<file path="config.mk">
export PLATFORM = sky130hd
export DESIGN_NAME = hps_mul
export DESIGN_NICKNAME = d
export VERILOG_FILES = /design/src/rtl/hps_pkg.sv /design/src/rtl/hps_mul.sv
export SDC_FILE = /design/constraint.sdc
export NUM_CORES = 2
export LEC_CHECK = 0
export BUFFER_PORTS_ARGS = -buffer_cell sky130_fd_sc_hd__buf_2
export CORE_ASPECT_RATIO = 1.4
export CORE_MARGIN = 1
export CORE_UTILIZATION = 39
export CTS_CLUSTER_SIZE = 12
export DETAILED_ROUTE_END_ITERATION = 6
export GPL_TIMING_DRIVEN = 0
export HOLD_SLACK_MARGIN = 0.08
export PLACE_DENSITY = 0.63
export SLEW_MARGIN = 20
export SYNTH_ARGS = -nofsm -noshare
export SYNTH_HDL_FRONTEND = slang
export SYNTH_SLANG_ARGS = --single-unit
</file>
<file path="constraint.sdc">
create_clock -name clk -period 9.7 [get_ports clk]
set_input_delay 1.94 -clock clk [delete_from_list [all_inputs] [get_ports clk]]
set_output_delay 1.94 -clock clk [all_outputs]
set_load 0.02 [all_outputs]
</file>
<file path="src/rtl/hps_pkg.sv">
// ----------------------------------------------------------------------------
// hps_pkg
// Shared types and constants of the harmony pitch shifter.
// ----------------------------------------------------------------------------
package hps_pkg;

  localparam int SAMPLE_W = 24;
  localparam int FRAC_W   = 16;
  localparam int RATIO_W  = 18;
  localparam int ACC_W    = 42;
  localparam int MUL_W    = 28;
  localparam int PROD_W   = 2 * MUL_W;
  localparam int HARM_W   = 26;

  // pitch ratios 2^(n/12) with 16 fraction bits: third, fifth, octave
  localparam logic [RATIO_W-1:0] VOICE_RATIO [3] = '{18'd82570, 18'd98193, 18'd131072};

  // floor(u / 3) = (u * DIV3_M) >> DIV3_SH for u below 2^27
  localparam logic [MUL_W-1:0] DIV3_M  = 28'd89478486;
  localparam int               DIV3_SH = 28;
  // bias that keeps the dividend positive, and its third
  localparam logic [26:0]       DIV_BIAS   = 27'd50331648;
  localparam logic [HARM_W-1:0] DIV_BIAS_Q = 26'd16777216;

  localparam logic signed [HARM_W:0] SAMPLE_MAX = 27'sd8388607;
  localparam logic signed [HARM_W:0] SAMPLE_MIN = -27'sd8388608;

  localparam logic [0:0] REG_BYPASS      = 1'b0;
  localparam logic [0:0] REG_VOICE_COUNT = 1'b1;

  typedef enum logic [3:0] {
    ST_IDLE,
    ST_WRITE,
    ST_RD1,
    ST_RD2,
    ST_DIFF,
    ST_MUL,
    ST_ACC,
    ST_DIV,
    ST_FIN,
    ST_OUT
  } state_t;

  typedef struct packed {
    logic                    en;
    logic signed [MUL_W-1:0] a;
    logic signed [MUL_W-1:0] b;
  } mul_req_t;

endpackage

</file>
<file path="src/rtl/hps_mul.sv">
// ----------------------------------------------------------------------------
// hps_mul
// Shared registered signed multiplier for interpolation and divide by three.
// ----------------------------------------------------------------------------
module hps_mul (
  input  logic                                 clk,
  input  hps_pkg::mul_req_t                    req,
  output logic signed [hps_pkg::PROD_W-1:0]    prod
);

  always_ff @(posedge clk) begin
    if (req.en) begin
      prod <= $signed(req.a) * $signed(req.b);
    end
  end

endmodule

</file>
==> results.sh <==
export IMPL_cts_buffers=5
export IMPL_die_h_microns=334
export IMPL_grt_max_degree=57
export IMPL_drt_iter0_markers=1465
export IMPL_pin_count=114
export IMPL_rows=121
export IMPL_overflow=0
export IMPL_yosysUniqueCellTypes=78
export IMPL_ant_nets=0
export IMPL_worst_setup_path_end_kind="flop"
export IMPL_min_period_ns=9.57
export IMPL_grt_pass1_wl_microns=158000
export IMPL_synth_seq_cells=56
export IMPL_final_net_count=4354
export IMPL_die_area_sq_um=79700
export IMPL_synth_area_leaders="fa_1 (54%), inv_1 (9.9%), and2_1 (8.2%)"
export IMPL_grtUsageTotal=0.277
export IMPL_largest_reg_flops=56
export IMPL_hp_start="req[56]"
export IMPL_syn_num_nets=4263
export IMPL_ys_seq_area_frac=0.0549
export IMPL_cts_buffer_depth=2
export IMPL_critPathLaunchType="input pin"
export IMPL_maxCapViolations=0
export IMPL_period_share=0.986
export IMPL_vias=22841
export IMPL_coreArea_sq_um=77800
export IMPL_dpl_hpwl_microns=87100
export IMPL_start_util=0.394
export IMPL_drcViolationCount=0
export IMPL_synth_edff_count=56
export IMPL_critPathLaunch="req[27]"
export IMPL_cts_htree_levels=2
export IMPL_synth_top_area_frac=0.538
export IMPL_drv_slew=0
export IMPL_dr_pass1_iters=5
export IMPL_cts_sinks=56
export IMPL_final_cell_area_sq_um=32800
export IMPL_hold_class="in -> reg"
export IMPL_crit_type="in -> reg"
export IMPL_cts_tree="built"
export IMPL_syn2layout_area_growth_pct=7.19
export IMPL_postSynthAreaPerCell_sq_um=9.58
export IMPL_final_hold_viol_count=0
export IMPL_antenna_found_initial=16
export IMPL_worst_slew_pin_slew_ns=1.03
export IMPL_wl_per_cell_microns=24.4
export IMPL_worstPathRequired_ns=9.80
export IMPL_io_buffers=70
export IMPL_cts_root_buffer="clkbuf_16"
export IMPL_critPathSlowestCell="clkbuf_1"
export IMPL_clkSlewWorstSetupHoldPaths_ns=0.10
export IMPL_top_register="prod"
export IMPL_timing_fmax_mhz=105
export IMPL_place_congestion=0.985
export IMPL_syn_cell_area_sq_um=30600
export IMPL_dpl_cell_area_sq_um=32300
export IMPL_cp_slowest_stage_delay_ns=0.82
export IMPL_outcome="finished clean"
export IMPL_drive_gt1_frac=0.0775
export IMPL_synth_flop_cell="edfxtp_1"
export IMPL_wirelength_microns=106000
export IMPL_synth_most_common_cell="fa_1"
export IMPL_yosysTopAreaCell="fa_1"
export IMPL_arrival_ns=9.66
export IMPL_slew_headroom=0.315
export IMPL_setup_viol=0
export IMPL_synth_warnings=0
export IMPL_via_per_inst=5.26
export IMPL_dieWidth_microns=239
export IMPL_critPathCapture="prod[54]"
export IMPL_fill_cells=7833
export IMPL_reg_top3="prod: 56 flops"
export IMPL_async_flop_share=0
export IMPL_cp_max_fo=11
export IMPL_path_cells="buf_2, clkbuf_1, nor2b_1, fa_1, fa_1, fa_1, fa_1, fa_1, fa_1, fa_1, ha_1, ha_1, clkbuf_1, nand4_1, nor2_1, nand2_1, a21oi_4, nor4_4, buf_4, buf_4, nor4bb_1, o22ai_1, xnor2_1"
export IMPL_synth_commonest_cells="fa_1 (823), inv_1 (810), and2_1 (403)"
export IMPL_holdBufCountCts=0
export IMPL_cp_common_cell="fa_1"
export IMPL_grt_pass1_vias=25524
export IMPL_synthCells=3197
[cell families after synthesis]
group	after synthesis	synth area share
flops	56	0.0549
simple gates	914	0.154
xor+xnor	57	0.0163
compound gates	180	0.0409
mux	1	0.000368
fa+ha+maj	1008	0.613
buf+inv	981	0.121
[layout by cell type (no fill, tap or decap), types with 9 or more instances in the layout]
master / n
fa_1: 818
inv_1: 805
and2_1: 403
nand2_1: 388
ha_1: 185
clkbuf_2: 93
buf_2: 80
edfxtp_1: 56
clkbuf_1: 51
a21oi_1: 48
xnor2_1: 45
nor2_1: 32
nor2b_1: 21
o21ai_0: 21
buf_4: 20
a21o_1: 20
nor3_1: 14
xor2_1: 12
o21bai_1: 11
a31oi_1: 11
nand4_1: 9
[metal layers]
layer	up-vias	routed length (microns)	global-route usage
met5	-	94	0
met4	12	10900	0.237
met3	489	8080	0.0512
li1	9424	-	-
met2	1094	52700	0.471
met1	11822	34200	0.293
[layout make-up]
class,count,area [sq um],share of cell area
Multi-Input combinational cell,2160,25300,0.771
Inverter,810,3050,0.0929
Sequential cell,56,1680,0.0512
Tap cell,1045,1310,0.0398
Buffer,170,855,0.0260
Timing Repair Buffer,85,465,0.0142
Clock buffer,5,125,0.00381
Clock inverter,3,22.5,0.000686
Antenna cell,5,12.5,0.000381
[worst max-delay path, delay by kind of cell]
| kind | cells | cell delay [ns] |
|---|---|---|
| AO/OA/AOI/OAI | 2 | 0.36 |
| AND/OR/NAND/NOR | 6 | 1.31 |
| XOR/XNOR | 1 | 0.14 |
| buffers and inverters | 5 | 1.80 |
| adder cells (fa/ha/maj) | 9 | 4.04 |
[what timing repair did]
action | in CTS | in global routing
pin swaps | 2 | 1
gates resized for setup | 85 | 128
setup endpoints to repair | 21 | 13
setup buffers | 10 | 5
[through the flow]
step | utilization | setup WS [ns] | std cells | TNS, ns | hold slack [ns]
floorplan | - | 0.408 | 3197 | 0 | 2.05
global placement | 0.415 | -1.90 | 4312 | -29.79 | 2.38
detailed placement | 0.415 | -1.94 | 4312 | -31.63 | 2.38
CTS | 0.420 | 0.00965 | 4330 | 0 | 2.19
global route | 0.422 | -0.00183 | 4336 | -0.00183 | 2.18
finish | 0.422 | 0.133 | 4339 | 0 | 2.18
[worst min-delay path by stage]
stage / endpoint / depth (start not counted)
finish: prod[5] / 1
floorplan: prod[0] / 0
CTS: prod[0] / 2
global placement: prod[18] / 1
detailed placement: prod[18] / 1
global route: prod[0] / 2
Power is not shown: default switching activity piles up to over one toggle a cycle in this logic, so the estimate is an artifact.
